### src/utp_pkg.sv
// ----------------------------------------------------------------------------
// utp_pkg
// Shared types, constants and the code point mapping of the UTF-8 to panel
// charset converter.
// ----------------------------------------------------------------------------
package utp_pkg;

  localparam int OUT_CAPACITY = 64;
  localparam int CNT_W        = $clog2(OUT_CAPACITY);
  localparam int MAX_ITEMS    = 3;
  localparam int FIFO_DEPTH   = 4;
  localparam int PTR_W        = $clog2(FIFO_DEPTH);
  localparam int FCNT_W       = $clog2(FIFO_DEPTH + 1);

  localparam logic [31:0] CP_MAX     = 32'h0010_FFFF;
  localparam logic [31:0] CP_LATIN   = 32'h0000_00FF;
  localparam logic [31:0] CP_CYR_LO  = 32'h0000_0400;
  localparam logic [7:0]  CYR_OFFSET = 8'h60;  // low byte of 0x360
  localparam logic [7:0]  CASE_DIFF  = 8'h20;

  typedef struct packed {
    logic [7:0] ch;
    logic       term;
  } utp_item_t;

  typedef struct packed {
    logic [1:0]                    n;
    utp_item_t [MAX_ITEMS-1:0]     item;
  } utp_items_t;

  typedef struct packed {
    logic       ok;
    logic [7:0] ch;
  } utp_pt_t;

  function automatic utp_pt_t map_point(logic [31:0] cp, logic upcase);
    utp_pt_t r;
    r.ok = 1'b0;
    r.ch = cp[7:0];
    if (cp <= CP_MAX) begin
      if (cp <= CP_LATIN) begin
        r.ok = 1'b1;
        if (upcase && cp[7:0] >= 8'h61 && cp[7:0] <= 8'h7A) begin
          r.ch = cp[7:0] - CASE_DIFF;
        end
      end else if (cp >= CP_CYR_LO) begin
        r.ok = 1'b1;
        r.ch = cp[7:0] - CYR_OFFSET;
      end
    end
    return r;
  endfunction

endpackage

### src/utp_decode.sv
// ----------------------------------------------------------------------------
// utp_decode
// Holds the code point being assembled and the per-string character count;
// turns one accepted byte into up to three result items.
// ----------------------------------------------------------------------------
module utp_decode (
  input  logic              clk_i,
  input  logic              rst_ni,
  input  logic              fire_i,
  input  logic [7:0]        byte_i,
  input  logic              last_i,
  input  logic              upcase_i,
  output utp_pkg::utp_items_t items_o
);
  import utp_pkg::*;

  logic [31:0]      accum_q, accum_d;
  logic             pend_q, pend_d;
  logic [CNT_W-1:0] cnt_q, cnt_d;

  logic             cont;
  utp_pt_t          p1, p2;
  logic             e1, e2;
  logic [CNT_W-1:0] cnt_mid;
  logic [1:0]       idx;

  always_comb begin
    cont = (byte_i[7:6] == 2'b10);
    if (byte_i <= 8'h7F) begin
      accum_d = {24'd0, byte_i};
    end else if (byte_i <= 8'hBF) begin
      accum_d = {accum_q[25:0], byte_i[5:0]};
    end else if (byte_i <= 8'hDF) begin
      accum_d = {27'd0, byte_i[4:0]};
    end else if (byte_i <= 8'hEF) begin
      accum_d = {28'd0, byte_i[3:0]};
    end else begin
      accum_d = {29'd0, byte_i[2:0]};
    end

    p1 = map_point(accum_q, upcase_i);
    p2 = map_point(accum_d, upcase_i);
    e1 = pend_q && !cont && p1.ok && (cnt_q < CNT_W'(OUT_CAPACITY - 1));
    cnt_mid = cnt_q + CNT_W'(e1);
    e2 = last_i && p2.ok && (cnt_mid < CNT_W'(OUT_CAPACITY - 1));

    items_o = '0;
    idx = 2'd0;
    if (e1) begin
      items_o.item[idx] = '{ch: p1.ch, term: 1'b0};
      idx = idx + 2'd1;
    end
    if (e2) begin
      items_o.item[idx] = '{ch: p2.ch, term: 1'b0};
      idx = idx + 2'd1;
    end
    if (last_i) begin
      items_o.item[idx] = '{ch: 8'd0, term: 1'b1};
      idx = idx + 2'd1;
    end
    items_o.n = fire_i ? idx : 2'd0;

    if (last_i) begin
      cnt_d  = '0;
      pend_d = 1'b0;
    end else begin
      cnt_d  = cnt_mid + CNT_W'(e2);
      pend_d = 1'b1;
    end
  end

  always_ff @(posedge clk_i or negedge rst_ni) begin
    if (!rst_ni) begin
      accum_q <= '0;
      pend_q  <= 1'b0;
      cnt_q   <= '0;
    end else if (fire_i) begin
      accum_q <= last_i ? 32'd0 : accum_d;
      pend_q  <= pend_d;
      cnt_q   <= cnt_d;
    end
  end

endmodule

### src/utp_out_fifo.sv
// ----------------------------------------------------------------------------
// utp_out_fifo
// Result queue: takes up to three items per cycle, delivers one per cycle while the consumer is ready.
// ----------------------------------------------------------------------------
module utp_out_fifo (
  input  logic                clk_i,
  input  logic                rst_ni,
  input  utp_pkg::utp_items_t items_i,
  output logic                space_o,
  output logic                valid_o,
  input  logic                ready_i,
  output utp_pkg::utp_item_t  item_o
);
  import utp_pkg::*;

  utp_item_t         mem_q [FIFO_DEPTH];
  logic [PTR_W-1:0]  wr_q, rd_q;
  logic [FCNT_W-1:0] cnt_q;
  logic              pop;

  assign valid_o = (cnt_q != '0);
  assign pop     = valid_o && ready_i;
  assign space_o = (cnt_q <= FCNT_W'(FIFO_DEPTH - MAX_ITEMS));
  assign item_o  = mem_q[rd_q];

  always_ff @(posedge clk_i) begin
    for (int i = 0; i < MAX_ITEMS; i++) begin
      if (2'(i) < items_i.n) begin
        mem_q[wr_q + PTR_W'(i)] <= items_i.item[i];
      end
    end
  end

  always_ff @(posedge clk_i or negedge rst_ni) begin
    if (!rst_ni) begin
      wr_q  <= '0;
      rd_q  <= '0;
      cnt_q <= '0;
    end else begin
      wr_q  <= wr_q + PTR_W'(items_i.n);
      rd_q  <= rd_q + PTR_W'(pop);
      cnt_q <= cnt_q + FCNT_W'(items_i.n) - FCNT_W'(pop);
    end
  end

endmodule

### src/utf8_to_panel_charset.sv
// Results are written into the result queue registers on a byte's transaction.
// Throughput: one byte per cycle while each byte yields at most one item and
// the consumer is ready; the output side delivers one item per cycle, so bytes
// yielding two or three items stall input while the four-entry queue drains.
// Reset clears the decode state, the result queue and the upper-case register.
// ----------------------------------------------------------------------------
// utf8_to_panel_charset
// Streaming UTF-8 to 8-bit panel charset converter with string terminator.
// ----------------------------------------------------------------------------
module utf8_to_panel_charset (
  input  logic       clk_i,
  input  logic       rst_ni,
  input  logic       cfg_we_i,
  input  logic       cfg_wdata_i,
  input  logic       s_axis_tvalid,
  output logic       s_axis_tready,
  input  logic [7:0] s_axis_tdata,   // [7:0] in_byte
  input  logic       s_axis_tlast,   // in_last
  output logic       m_axis_tvalid,
  input  logic       m_axis_tready,
  output logic [7:0] m_axis_tdata,   // [7:0] out_char
  output logic       m_axis_tlast    // out_end
);
  import utp_pkg::*;

  logic       upcase_q;
  logic       fire;
  utp_items_t items;
  utp_item_t  head;

  always_ff @(posedge clk_i or negedge rst_ni) begin
    if (!rst_ni) begin
      upcase_q <= 1'b0;
    end else if (cfg_we_i) begin
      upcase_q <= cfg_wdata_i;
    end
  end

  assign fire = s_axis_tvalid && s_axis_tready;

  utp_decode u_decode (
    .clk_i    (clk_i),
    .rst_ni   (rst_ni),
    .fire_i   (fire),
    .byte_i   (s_axis_tdata),
    .last_i   (s_axis_tlast),
    .upcase_i (upcase_q),
    .items_o  (items)
  );

  utp_out_fifo u_out_fifo (
    .clk_i   (clk_i),
    .rst_ni  (rst_ni),
    .items_i (items),
    .space_o (s_axis_tready),
    .valid_o (m_axis_tvalid),
    .ready_i (m_axis_tready),
    .item_o  (head)
  );

  assign m_axis_tdata = head.ch;
  assign m_axis_tlast = head.term;

endmodule
### config.mk
export PLATFORM = sky130hd
export DESIGN_NAME = utf8_to_panel_charset
export DESIGN_NICKNAME = d
export VERILOG_FILES = /design/src/utp_pkg.sv /design/src/utp_decode.sv /design/src/utp_out_fifo.sv /design/src/utf8_to_panel_charset.sv
export SDC_FILE = /design/constraint.sdc
export NUM_CORES = 1
export LEC_CHECK = 0
export CORE_MARGIN = 5
export CORE_UTILIZATION = 65
export CTS_BUF_LIST = sky130_fd_sc_hd__clkbuf_4
export CTS_CLUSTER_DIAMETER = 40
export CTS_CLUSTER_SIZE = 12
export DETAILED_ROUTE_END_ITERATION = 8
export DONT_BUFFER_PORTS = 1
export PLACE_DENSITY = 0.81
export SETUP_SLACK_MARGIN = 0.05
export SKIP_CTS_REPAIR_TIMING = 1
export SKIP_LAST_GASP = 1
export SYNTH_ARGS = -nofsm -noshare
export SYNTH_HDL_FRONTEND = slang
export SYNTH_HIERARCHICAL = 1
export SYNTH_SLANG_ARGS = --single-unit
export TNS_END_PERCENT = 20
### constraint.sdc
create_clock -name clk_i -period 9.9 [get_ports clk_i]
set_clock_uncertainty 0.05 [all_clocks]
set_input_delay 0 -clock clk_i [delete_from_list [all_inputs] [get_ports clk_i]]
set_output_delay 0 -clock clk_i [all_outputs]
set_load 0.03 [all_outputs]
==> results by group, run 1 <==
Setup path
  – CP top delay family: compound AO/OA/AOI/OAI gates
  – RR Endpoint: u_out_fifo/mem_q[0][7]$_DFFE_PP_
  – Crit path DAT: approximately 6000 ps
  – Critical path startpoint category: register
  – CP Buf/Inv Count: 0
  – R2R Setup Slk: roughly 3800 ps
  – Crit end category: register
  – Slowest CP cell: a21oi_1
  – Worst r2r path cells: 15
  – WS Path Type: reg -> reg
  – Critical path's largest stage delay: around 910 ps
  – CP most frequent cell: ha_1
  – CP cell instances: nor4_4 -> o22ai_1 -> nor4_1 -> a21boi_4 -> ha_1 -> ha_1 -> a21o_1 -> a21oi_1 -> o221ai_1 -> o2111a_1 -> ha_1 -> xnor2_1 -> nor2_1 -> o21ai_0 -> a21oi_1
  – Worst r2r src: u_decode/accum_q[16]$_DFFE_PN0P_
  – CP max FO: 10
  – Required time worst endpoint: 9900 ps

Placed design
  – RePlAce Congestion: 0.8736
  – Port Buffers: 0
  – Post-Place Cells: between 600 and 700
  – Post-DP HPWL: just under 9000 um

Timing
  – Setup tns final: 0 ps
  – Final Critical Period: 6139 ps
  – Slew headroom: 0.2702
  – Setup Viol. Count Final: 0
  – Unrepaired setup endpoints after global routing: false
  – Slew Viols, Final: 0
  – Worst Max-Slew Pin Slew: ~1100 ps
  – Max Fclk: between 0.15 and 0.2 GHz
  – Period utilization: 0.6201
  – Worst Hold Margin: -4.119 ps
  – Final hold viol count: 2

Clocking
  – CTS Root Cell: clkbuf_4
  – Clock buffer depth: 2
  – Clock-pin slew on the worst setup and hold paths: 150 ps
  – Worst-Skew Late Latency: 440 ps
  – TritonCTS sink count: 83
  – CTS buffer count: 9
  – CTS tree: yes
  – H-Tree Depth: 3

Power and ir drop
  – PwrDens: approximately 240 nW/um2
  – Leak: 2.319 nW
  – Overall power: approximately 0.0013 W
  – Worst IR drop on VDD: 179.5 uV

Global route
  – Vias in the first global route: 4028
  – Largest net degree at the start of global routing: 48
  – Grt total ovfl: 0
  – Initial antenna violation count: 0
  – First-pass GRT wire length: 20290 um
  – All-layer global routing usage: 0.2572

Finish
  – Share of layout cells above drive strength 1: 0.09239
  – Layout Nets: 578
  – Post-layout util: 0.7112
  – Area Overhead vs Synth: 5.366%
  – Layout Cells excl Fill: about 650
  – # diodes: 0

Run
  – Max Cap Viol: 0

Die
  – Die X: 100.0 um
  – Core area: 7807 um2
  – DIE AREA: between 10000 and 15000 um2
  – Die height: 100.0 um
  – Starting density of the core: 0.6750
  – IO Count: 26
  – Num rows: 32

Drt
  – Routed vias: 4288
  – Mean routed wirelength per cell: just under 20 um
  – Starting DRT DRC Count: 476
  – Pre-antenna DRT Iters: 6
  – Vias per cell: ~6.6
  – DRC viols: 0
  – Final ANT Viol Nets: 0
  – Wirelength, routed: 12800 um

Yosys
  – Primary FF master, synth: dfrtp_1
  – Number of synthesized flops with an enable pin: 36
  – Yosys top cell area share: 0.2232
  – Synth area leaders: dfrtp_1 (22%), edfxtp_1 (21%), nand2_1 (7.1%)
  – Mapped Cells: ~550
  – Number of synthesized register bits: 83
  – Ys Warns: 6
  – Async SR Flop Fraction: 0.5663
  – Register area share after synthesis: 0.4283
  – Mean Syn Cell Area: 9.634 um2
  – Synth cell types: 67
  – Synth area leader: dfrtp_1
  – Syn Std Cell Area: 5270 um2

Run status
  – Status: finished, violations left
  – Violated checks: hold timing

Hold path
  – Min-delay worst type: in -> async
-- report_power, final --
part / internal (W) / leakage [nW] / total, W / switching, W
clock: 0.000106 / 0.0907 / 0.000226 / 0.000120
sequential: 0.000439 / 0.963 / 0.000536 / 0.0000978
combinational: 0.000219 / 1.26 / 0.000545 / 0.000327
total: 0.000763 / 2.32 / 0.00131 / 0.000544
-- flip-flops by register name (all words and copies together) (netlist names) --
signal            cells
u_decode/cnt_q        6
u_decode/accum_q     32
u_decode/pend_q       1
u_out_fifo/rd_q       2
u_out_fifo/mem_q     36
u_out_fifo/wr_q       2
upcase_q              1
u_out_fifo/cnt_q      3
-- cell type report --
class / count / area (um2)
multi-input cells: 405 / 2680
repair buffers: 22 / 227.7
clock buffers: 10 / 75.07
fillers: 580 / 2255
flip-flops and latches: 83 / 2257
inverters: 26 / 97.59
clock inverters: 6 / 87.58
well taps: 102 / 127.6
-- synthesized netlist by cell type (6+ instances only) --
cell type and number:
mux4_2 9, xnor2_1 10, clkbuf_1 12, a31oi_1 39
a21oi_1 14, ha_1 15, nand3_1 9, buf_2 7
nor2_1 57, inv_1 25, o22ai_1 8, buf_4 14
edfxtp_1 36, buf_6 6, a22o_1 28, nand2_1 99
dfrtp_1 47, o21ai_0 17
-- logic make-up after synthesis --
kind of cell	share of synthesized area
AO/OA/AOI/OAI	0.1726
XOR/XNOR	0.01994
adder cells (fa/ha/maj)	0.03941
buffers and inverters	0.06908
flip-flops	0.4283
multiplexers	0.04724
other	0.0007116
AND/OR/NAND/NOR	0.2227
-- per-stage QoR --
stage	instance area (um2)	setup slack [ps]	hold WS (ps)
2_1_floorplan	5296	4758	-345.6
3_3_place_gp	5192	4172	-344.4
3_5_place_dp	5192	3895	-344.3
4_1_cts	5355	3835	-837.6
5_1_grt	5553	3299	2.784
6_report	5553	3761	-4.119
-- worst register-to-register path, cell delays in order, from the launching register on --
cell	delay (ps)
dfrtp_1	450
nor4_4	350
o22ai_1	120
nor4_1	470
a21boi_4	460
ha_1	320
ha_1	320
a21o_1	120
a21oi_1	80
o221ai_1	230
o2111a_1	460
ha_1	350
xnor2_1	130
nor2_1	670
o21ai_0	250
a21oi_1	910
-- layout by cell type, fill, tap and decap left out, types with 10 or more instances in the layout --
master	count
a21oi_1	14
a31oi_1	39
xnor2_1	10
nor2_1	57
ha_1	15
inv_1	25
dlygate4sd3_1	17
nand2_1	99
edfxtp_1	36
a22o_1	28
clkbuf_4	10
dfrtp_1	47
o21ai_0	17
-- per-layer routing --
| metal | up-vias | routed length (um) | GRT usage |
|---|---|---|---|
| li1 | 1971 | - | - |
| met1 | 2045 | 5334 | 0.3601 |
| met2 | 233 | 6002 | 0.4043 |
| met3 | 39 | 1107 | 0.04170 |
| met4 | 0 | 359 | 0.09948 |
| met5 | - | 0 | 0 |
-- how the worst max path moves through the flow --
stage,start,end,slack [ps],cells past startpoint
4_1_cts,u_decode/accum_q[16]$_DFFE_PN0P_,u_out_fifo/mem_q[0][8]$_DFFE_PP_,3830,15
6_report,u_decode/accum_q[16]$_DFFE_PN0P_,u_out_fifo/mem_q[0][7]$_DFFE_PP_,3760,15
3_5_place_dp,u_decode/accum_q[22]$_DFFE_PN0P_,u_out_fifo/mem_q[0][8]$_DFFE_PP_,3900,15
3_3_place_gp,u_decode/accum_q[16]$_DFFE_PN0P_,u_out_fifo/mem_q[0][3]$_DFFE_PP_,4170,15
2_1_floorplan,u_decode/accum_q[16]$_DFFE_PN0P_,u_out_fifo/mem_q[1][0]$_DFFE_PP_,4760,20
5_1_grt,u_decode/accum_q[16]$_DFFE_PN0P_,u_out_fifo/mem_q[0][0]$_DFFE_PP_,3300,15
(Power assumes the default switching activity.)
==> run 2, diff against run 1 <==
CORE_UTILIZATION = 60   (was 65)
PLACE_DENSITY = 0.79   (was 0.81)
clock period = 5.4 ns   (was 9.9 ns; I/O delays follow)
==> run 2 against run 1 <==
  * The run still ends with hold timing left
  * Non-clock buffer count up 11
  * Cell area up 1.7%
  * Critical path depth up 2
  * Global-route usage down 2.6 points
  * Hold slack worse by 16 ps
  * Final cell count up 2.6%
  * Via count up 0.98%
  * Highest routed layer unchanged
==> results by group, run 2 (synthesis results as in run 1) <==
Timing
  – Max Fclk: 0.1976 GHz (+21%)
  – Setup Viol. Count Final: 0 (unchanged)
  – Setup slack after layout: 340.3 ps (-3421 ps)
  – Final hold viol count: 5 (+3)
  – Setup tns final: 0 ps (unchanged)
  – Worst Max-Slew Pin Slew: 1002 ps (-92.19 ps)
  – Slew Viols, Final: 0 (unchanged)
  – Slew headroom: 0.3310 (+0.06073)
  – Worst Hold Margin: -19.68 ps (-15.56 ps)
  – Final Critical Period: 5060 ps (-1079 ps)
  – Unrepaired setup endpoints after global routing: false
  – Period utilization: 0.9370 (+0.3169)

Setup path
  – RR Endpoint: u_out_fifo/mem_q[1][3]$_DFFE_PP_
  – CP max FO: 18 (+8)
  – Worst r2r path cells: 17 (+2)
  – Critical path's largest stage delay: 550 ps (-360 ps)
  – Crit end category: register
  – Critical path startpoint category: register
  – WS Path Type: reg -> reg
  – Required time worst endpoint: 5510 ps (-4390 ps)
  – Slowest CP cell: or3b_1
  – Crit path launch: u_decode/accum_q[16]$_DFFE_PN0P_
  – R2R Setup Slk: 340 ps (-3420 ps)
  – CP most frequent cell: ha_1
  – CP cell instances: nor4_4 -> nand4_2 -> nor4_4 -> a21boi_4 -> ha_1 -> ha_1 -> and3b_1 -> a32o_1 -> o221ai_1 -> o2111a_1 -> inv_1 -> ha_1 -> a211oi_2 -> buf_4 -> or3b_1 -> nand2_1 -> a31oi_1
  – Worst r2r src: u_decode/accum_q[16]$_DFFE_PN0P_
  – Crit path DAT: 5170 ps (-970 ps)

Run status
  – Violated checks: hold timing
  – Status: finished, violations left

Finish
  – FILL cells: 679 (+17%)
  – Regs by FF count: u_out_fifo/mem_q (36), u_decode/accum_q (32), u_decode/cnt_q (6)
  – Layout Cells excl Fill: 671 (+2.6%)
  – Share of layout cells above drive strength 1: 0.1066 (+0.01418)
  – # diodes: 0 (unchanged)
  – Max FFs per register: 36 (unchanged)
  – Layout Nets: 589 (+1.9%)
  – Commonest cells after routing, fill and taps aside: nand2_1 (99), nor2_1 (57), dfrtp_1 (47), a31oi_1 (39), edfxtp_1 (36)
  – Commonest non-fill, non-tap cell in the layout: nand2_1
  – Area Overhead vs Synth: 7.170%
  – Largest Register: u_out_fifo/mem_q

Die
  – DIE AREA: 10760 um2 (+7.5%)
  – IO Count: 26 (unchanged)
  – Die height: 103.7 um (+3.7%)
  – Core area: 8636 um2 (+11%)
  – Num rows: 34 (+6.3%)
  – Starting density of the core: 0.6103 (-0.06474)
  – Die X: 103.7 um (+3.7%)

Drt
  – DRC viols: 0 (unchanged)
  – Wirelength, routed: 12800 um (about the same)
  – Routed vias: 4330 (+0.98%)
  – DR top layer: met4
  – Metal3 WL: 1153 um (+4.2%)
  – Mean routed wirelength per cell: 19.07 um (-2.6%)
  – Final ANT Viol Nets: 0 (unchanged)
  – Detail Route met2 WL: 5913 um (-1.5%)
  – Met1 wire length: 5402 um (+1.3%)
  – Starting DRT DRC Count: 492 (+3.4%)
  – Pre-antenna DRT Iters: 6 (unchanged)
  – Vias per cell: 6.453 (-1.6%)

Global route
  – Grt total ovfl: 0 (unchanged)
  – Initial antenna violation count: 0 (unchanged)
  – Vias in the first global route: 3996 (-0.79%)
  – First-pass GRT wire length: 20420 um (+0.65%)
  – All-layer global routing usage: 0.2313 (-0.02585)
  – Largest net degree at the start of global routing: 48 (unchanged)

Clocking
  – Clock buffer depth: 2 (unchanged)
  – CTS tree: yes
  – CTS Root Cell: clkbuf_4
  – Clock-pin slew on the worst setup and hold paths: 150 ps (about the same)
  – TritonCTS sink count: 83 (unchanged)
  – H-Tree Depth: 3 (unchanged)
  – Worst-Skew Late Latency: 450 ps (about the same)
  – CTS buffer count: 9 (unchanged)

Power and ir drop
  – Leak: 2.380 nW (+2.6%)
  – Combinational group share of total power: 0.440 (+0.023)
  – Switch share: 0.4397 (+0.02330)
  – Share of power burned in registers: 0.416 (+0.006)
  – Overall power: 0.002370 W (+81%)
  – Switching power: 0.001042 W (+91%)
  – Worst IR drop on VDD: 394.5 uV (+120%)
  – PwrDens: 419.7 nW/um2 (+78%)
  – Clock share of power: 0.144 (-0.029)
  – Cell Int Power: 0.001328 W (+74%)

Hold path
  – Worst hold stages: 4
  – Hold EP: u_out_fifo/mem_q[1][1]$_DFFE_PP_
  – Min-delay worst type: in -> reg
  – Hold_sp: s_axis_tdata[0]

Placed design
  – Dpl ws: 266.5 ps (-3629 ps)
  – Port Buffers: 0 (unchanged)
  – Post-DP HPWL: 8653 um (-0.34%)
  – Post-Place Cells: 633 (+2.1%)
  – RePlAce Congestion: 0.9124 (+4.4%)

Run
  – Max Cap Viol: 0 (unchanged)
## run 2: changes by cell type in the layout (fill, tap and decap cells not counted), sizes merged
cell,before,now
buf,5,13
bufinv,2,0
inv,27,31
clkinv,3,1
clkinvlp,0,1
dlygate4sd3,17,20
clkbuf,10,9
## run 2: area by class of cell
type	count	area, um2	share of cell area
Multi-Input combinational cell	405	2704	0.4787
Sequential cell	83	2257	0.3996
Timing Repair Buffer	33	330.3	0.05848
Tap cell	108	135.1	0.02393
Inverter	26	97.59	0.01728
Clock buffer	9	67.56	0.01196
Clock inverter	7	56.30	0.009969
## run 2: per-layer routing
metal  track usage  up-vias
met5             0        -
met4       0.08418        0
met3       0.05037       44
met2        0.3529      239
met1        0.3260     2050
li1              -     1997
## run 2: worst max-delay path: cells and delay by family, from the launching register on
family                     cells  cell delay [ps]
adders and majority gates      3              730
AOI/OAI and AO/OA              6             1300
buffers and inverters          2              400
DFF                            1              450
and+or+nand+nor                6             1850
## run 2: how the worst max path moves through the flow
| stage | endpoint | cells after the start |
|---|---|---|
| 5_1_grt | u_out_fifo/mem_q[1][3]$_DFFE_PP_ | 17 |
| 3_5_place_dp | u_out_fifo/mem_q[0][1]$_DFFE_PP_ | 17 |
| 6_report | u_out_fifo/mem_q[1][3]$_DFFE_PP_ | 17 |
| 2_1_floorplan | u_out_fifo/mem_q[1][0]$_DFFE_PP_ | 20 |
| 3_3_place_gp | u_out_fifo/mem_q[1][3]$_DFFE_PP_ | 17 |
| 4_1_cts | u_out_fifo/mem_q[0][1]$_DFFE_PP_ | 17 |
## run 2: per-stage QoR
step	utilization	cell area [um2]
after floorplan	-	5296
after detailed placement	0.6082	5253
after global routing	0.6540	5648
after CTS	0.6226	5376
final	0.6540	5648
after global placement	0.6082	5253
## run 2: power groups by stage
stage               Combinational [W]  Sequential (W)  Clock, W
floorplan                    0.000907        0.000881         0
CTS                          0.000983        0.000978  0.000349
finish                        0.00104        0.000986  0.000341
global route                  0.00113         0.00100  0.000382
global placement             0.000950        0.000985         0
detailed placement           0.000979        0.000991         0
==> run 3, diff against run 2 <==
SETUP_SLACK_MARGIN = 0.4   (was 0.05)
==> run 3 against run 2 <==
  * The run still ends with hold timing left
  * Hold slack about the same
  * Sequential cell count unchanged
  * Utilization increased by 1.2 points
  * Register-to-register slack improved by 220 ps
  * Sequential share of layout area decreased by 0.71 points
  * Largest power group unchanged
==> results by group, run 3 (synthesis results as in run 1) <==
Run status
  – Status: finished, violations left
  – Violated checks: hold timing

Power and ir drop
  – PwrDens: 425.7 nW/um2 (+1.4%)
  – Worst IR drop on VDD: 400.2 uV (+1.5%)
  – Leak: 2.425 nW (+1.9%)

Finish
  – Max FFs per register: 36 (unchanged)
  – Layout Nets: 595 (+1.0%)
  – # diodes: 0 (unchanged)
  – Post-layout util: 0.6659 (+0.01188)
  – Regs by FF count: u_out_fifo/mem_q (36), u_decode/accum_q (32), u_decode/cnt_q (6)
  – Commonest non-fill, non-tap cell in the layout: nand2_1
  – Area Overhead vs Synth: 9.117%
  – Commonest cells after routing, fill and taps aside: nand2_1 (99), nor2_1 (57), dfrtp_1 (47), a31oi_1 (39), edfxtp_1 (36)
  – Largest Register: u_out_fifo/mem_q
  – Share of layout cells above drive strength 1: 0.1283 (+0.02172)

Setup path
  – Crit end category: register
  – CP max FO: 18 (unchanged)
  – Crit path DAT: 5080 ps (-90 ps)
  – Critical path's largest stage delay: 600 ps (+50 ps)
  – CP cell instances: or4_4 -> nor4_4 -> a21boi_4 -> ha_2 -> ha_2 -> and3b_1 -> a32o_1 -> o221ai_1 -> o2111a_2 -> inv_1 -> ha_1 -> a211oi_2 -> buf_4 -> and3b_1 -> nand2_1 -> a31oi_1
  – Worst r2r path cells: 16 (-1)
  – R2R Setup Slk: 560 ps (+220 ps)
  – Slowest CP cell: or4_4
  – Required time worst endpoint: 5640 ps (+130 ps)
  – WS Path Type: reg -> reg
  – Worst r2r src: u_decode/accum_q[12]$_DFFE_PN0P_
  – RR Endpoint: u_out_fifo/mem_q[3][1]$_DFFE_PP_
  – Critical path startpoint category: register
  – Crit path launch: u_decode/accum_q[12]$_DFFE_PN0P_

Drt
  – Mean routed wirelength per cell: 19.23 um (+0.86%)
  – Final ANT Viol Nets: 0 (unchanged)
  – DRC viols: 0 (unchanged)
  – Vias per cell: 6.505 (+0.81%)
  – Starting DRT DRC Count: 368 (-25%)
  – Pre-antenna DRT Iters: 5 (-1)
  – Wirelength, routed: 13020 um (+1.8%)
  – Routed vias: 4404 (+1.7%)

Die
  – IO Count: 26 (unchanged)
  – Core area: 8636 um2 (unchanged)
  – Num rows: 34 (unchanged)
  – Die height: 103.7 um (unchanged)
  – Die X: 103.7 um (unchanged)
  – DIE AREA: 10760 um2 (unchanged)
  – Starting density of the core: 0.6103 (unchanged)

Timing
  – Worst Hold Margin: -20.17 ps (-0.4915 ps)
  – Slew Viols, Final: 0 (unchanged)
  – Slew headroom: 0.3346 (+0.003615)
  – Final hold viol count: 9 (+4)
  – Max Fclk: 0.2067 GHz (+4.6%)
  – Worst Max-Slew Pin Slew: 997.0 ps (-5.417 ps)
  – Setup Viol. Count Final: 0 (unchanged)
  – Period utilization: 0.8960 (-0.04095)
  – Unrepaired setup endpoints after global routing: true
  – Final Critical Period: 4839 ps (-221.1 ps)
  – Setup tns final: 0 ps (unchanged)

Placed design
  – RePlAce Congestion: 0.9461 (+3.7%)
  – Post-DP HPWL: 8450 um (-2.3%)
  – Port Buffers: 0 (unchanged)

Hold path
  – Hold EP: u_out_fifo/mem_q[2][5]$_DFFE_PP_
  – Worst hold stages: 4 (unchanged)
  – Hold_sp: s_axis_tdata[4]
  – Min-delay worst type: in -> reg

Global route
  – First-pass GRT wire length: 20220 um (-0.98%)
  – Largest net degree at the start of global routing: 48 (unchanged)
  – Vias in the first global route: 4022 (+0.65%)
  – Grt total ovfl: 0 (unchanged)
  – Initial antenna violation count: 0 (unchanged)
  – All-layer global routing usage: 0.2290 (-0.002372)

Clocking
  – Clock buffer depth: 2 (unchanged)
  – Worst-Skew Late Latency: 460 ps (about the same)
  – H-Tree Depth: 3 (unchanged)
  – TritonCTS sink count: 83 (unchanged)
  – CTS buffer count: 9 (unchanged)
  – CTS Root Cell: clkbuf_4
  – Clock-pin slew on the worst setup and hold paths: 150 ps (about the same)
  – CTS tree: yes

Run
  – Max Cap Viol: 0 (unchanged)
-- run 3: changes by cell type in the layout (fill, tap and decap cells not counted), sizes merged --
cell         delta
buf             +5
clkinv          +1
dlygate4sd3     +1
inv             -2
bufinv          +1
-- run 3: stage by stage --
stage	cell area [um2]	setup slack, ps	std cells	hold WS [ps]	power (W)
after floorplan	5296	410.8	554	-345.6	0.001788
after global placement	5253	513.5	633	-344.2	0.001936
after detailed placement	5253	388.2	633	-344.3	0.001967
after CTS	5395	317.0	649	-862.6	0.002341
after global routing	5751	298.1	677	6.838	0.002595
final	5751	561.4	677	-20.17	0.002448
-- run 3: worst max path at each step --
stage | slack [ps] | end
global route | 300 | u_out_fifo/mem_q[3][4]$_DFFE_PP_
detailed placement | 390 | u_out_fifo/mem_q[1][4]$_DFFE_PP_
finish | 560 | u_out_fifo/mem_q[3][1]$_DFFE_PP_
floorplan | 410 | u_out_fifo/cnt_q[2]$_DFF_PN0_
global placement | 510 | u_out_fifo/mem_q[1][4]$_DFFE_PP_
CTS | 320 | u_out_fifo/mem_q[1][4]$_DFFE_PP_
-- run 3: metal layers --
metal / up-vias / track usage / wire length, um
met3: 56 / 0.03856 / 1045
met2: 251 / 0.3511 / 6042
li1: 2003 / - / -
met5: - / 0 / 0
met1: 2094 / 0.3136 / 5391
met4: 0 / 0.1156 / 544
-- run 3: cell type report --
class	count	area (um2)
timing repair buffer	39	377.9
tap	108	135.1
multi-input combinational	405	2740
clock inverter	7	75.07
clock buffer	9	67.56
inverter	26	97.59
sequential	83	2257
fill	634	2885
-- run 3: worst max-delay path: cells and delay by family (launching register included) --
family / cells / cell delay [ps]
buffers and inverters: 2 / 410
flip-flops: 1 / 430
AND/OR/NAND/NOR: 5 / 1770
AO/OA/AOI/OAI: 6 / 1390
adder cells (fa/ha/maj): 3 / 620
-- run 3: power by group --
part           total, W  switching [W]  internal (W)
registers      0.000984       0.000181      0.000803
clock network  0.000379       0.000234      0.000145
logic           0.00109       0.000627      0.000458
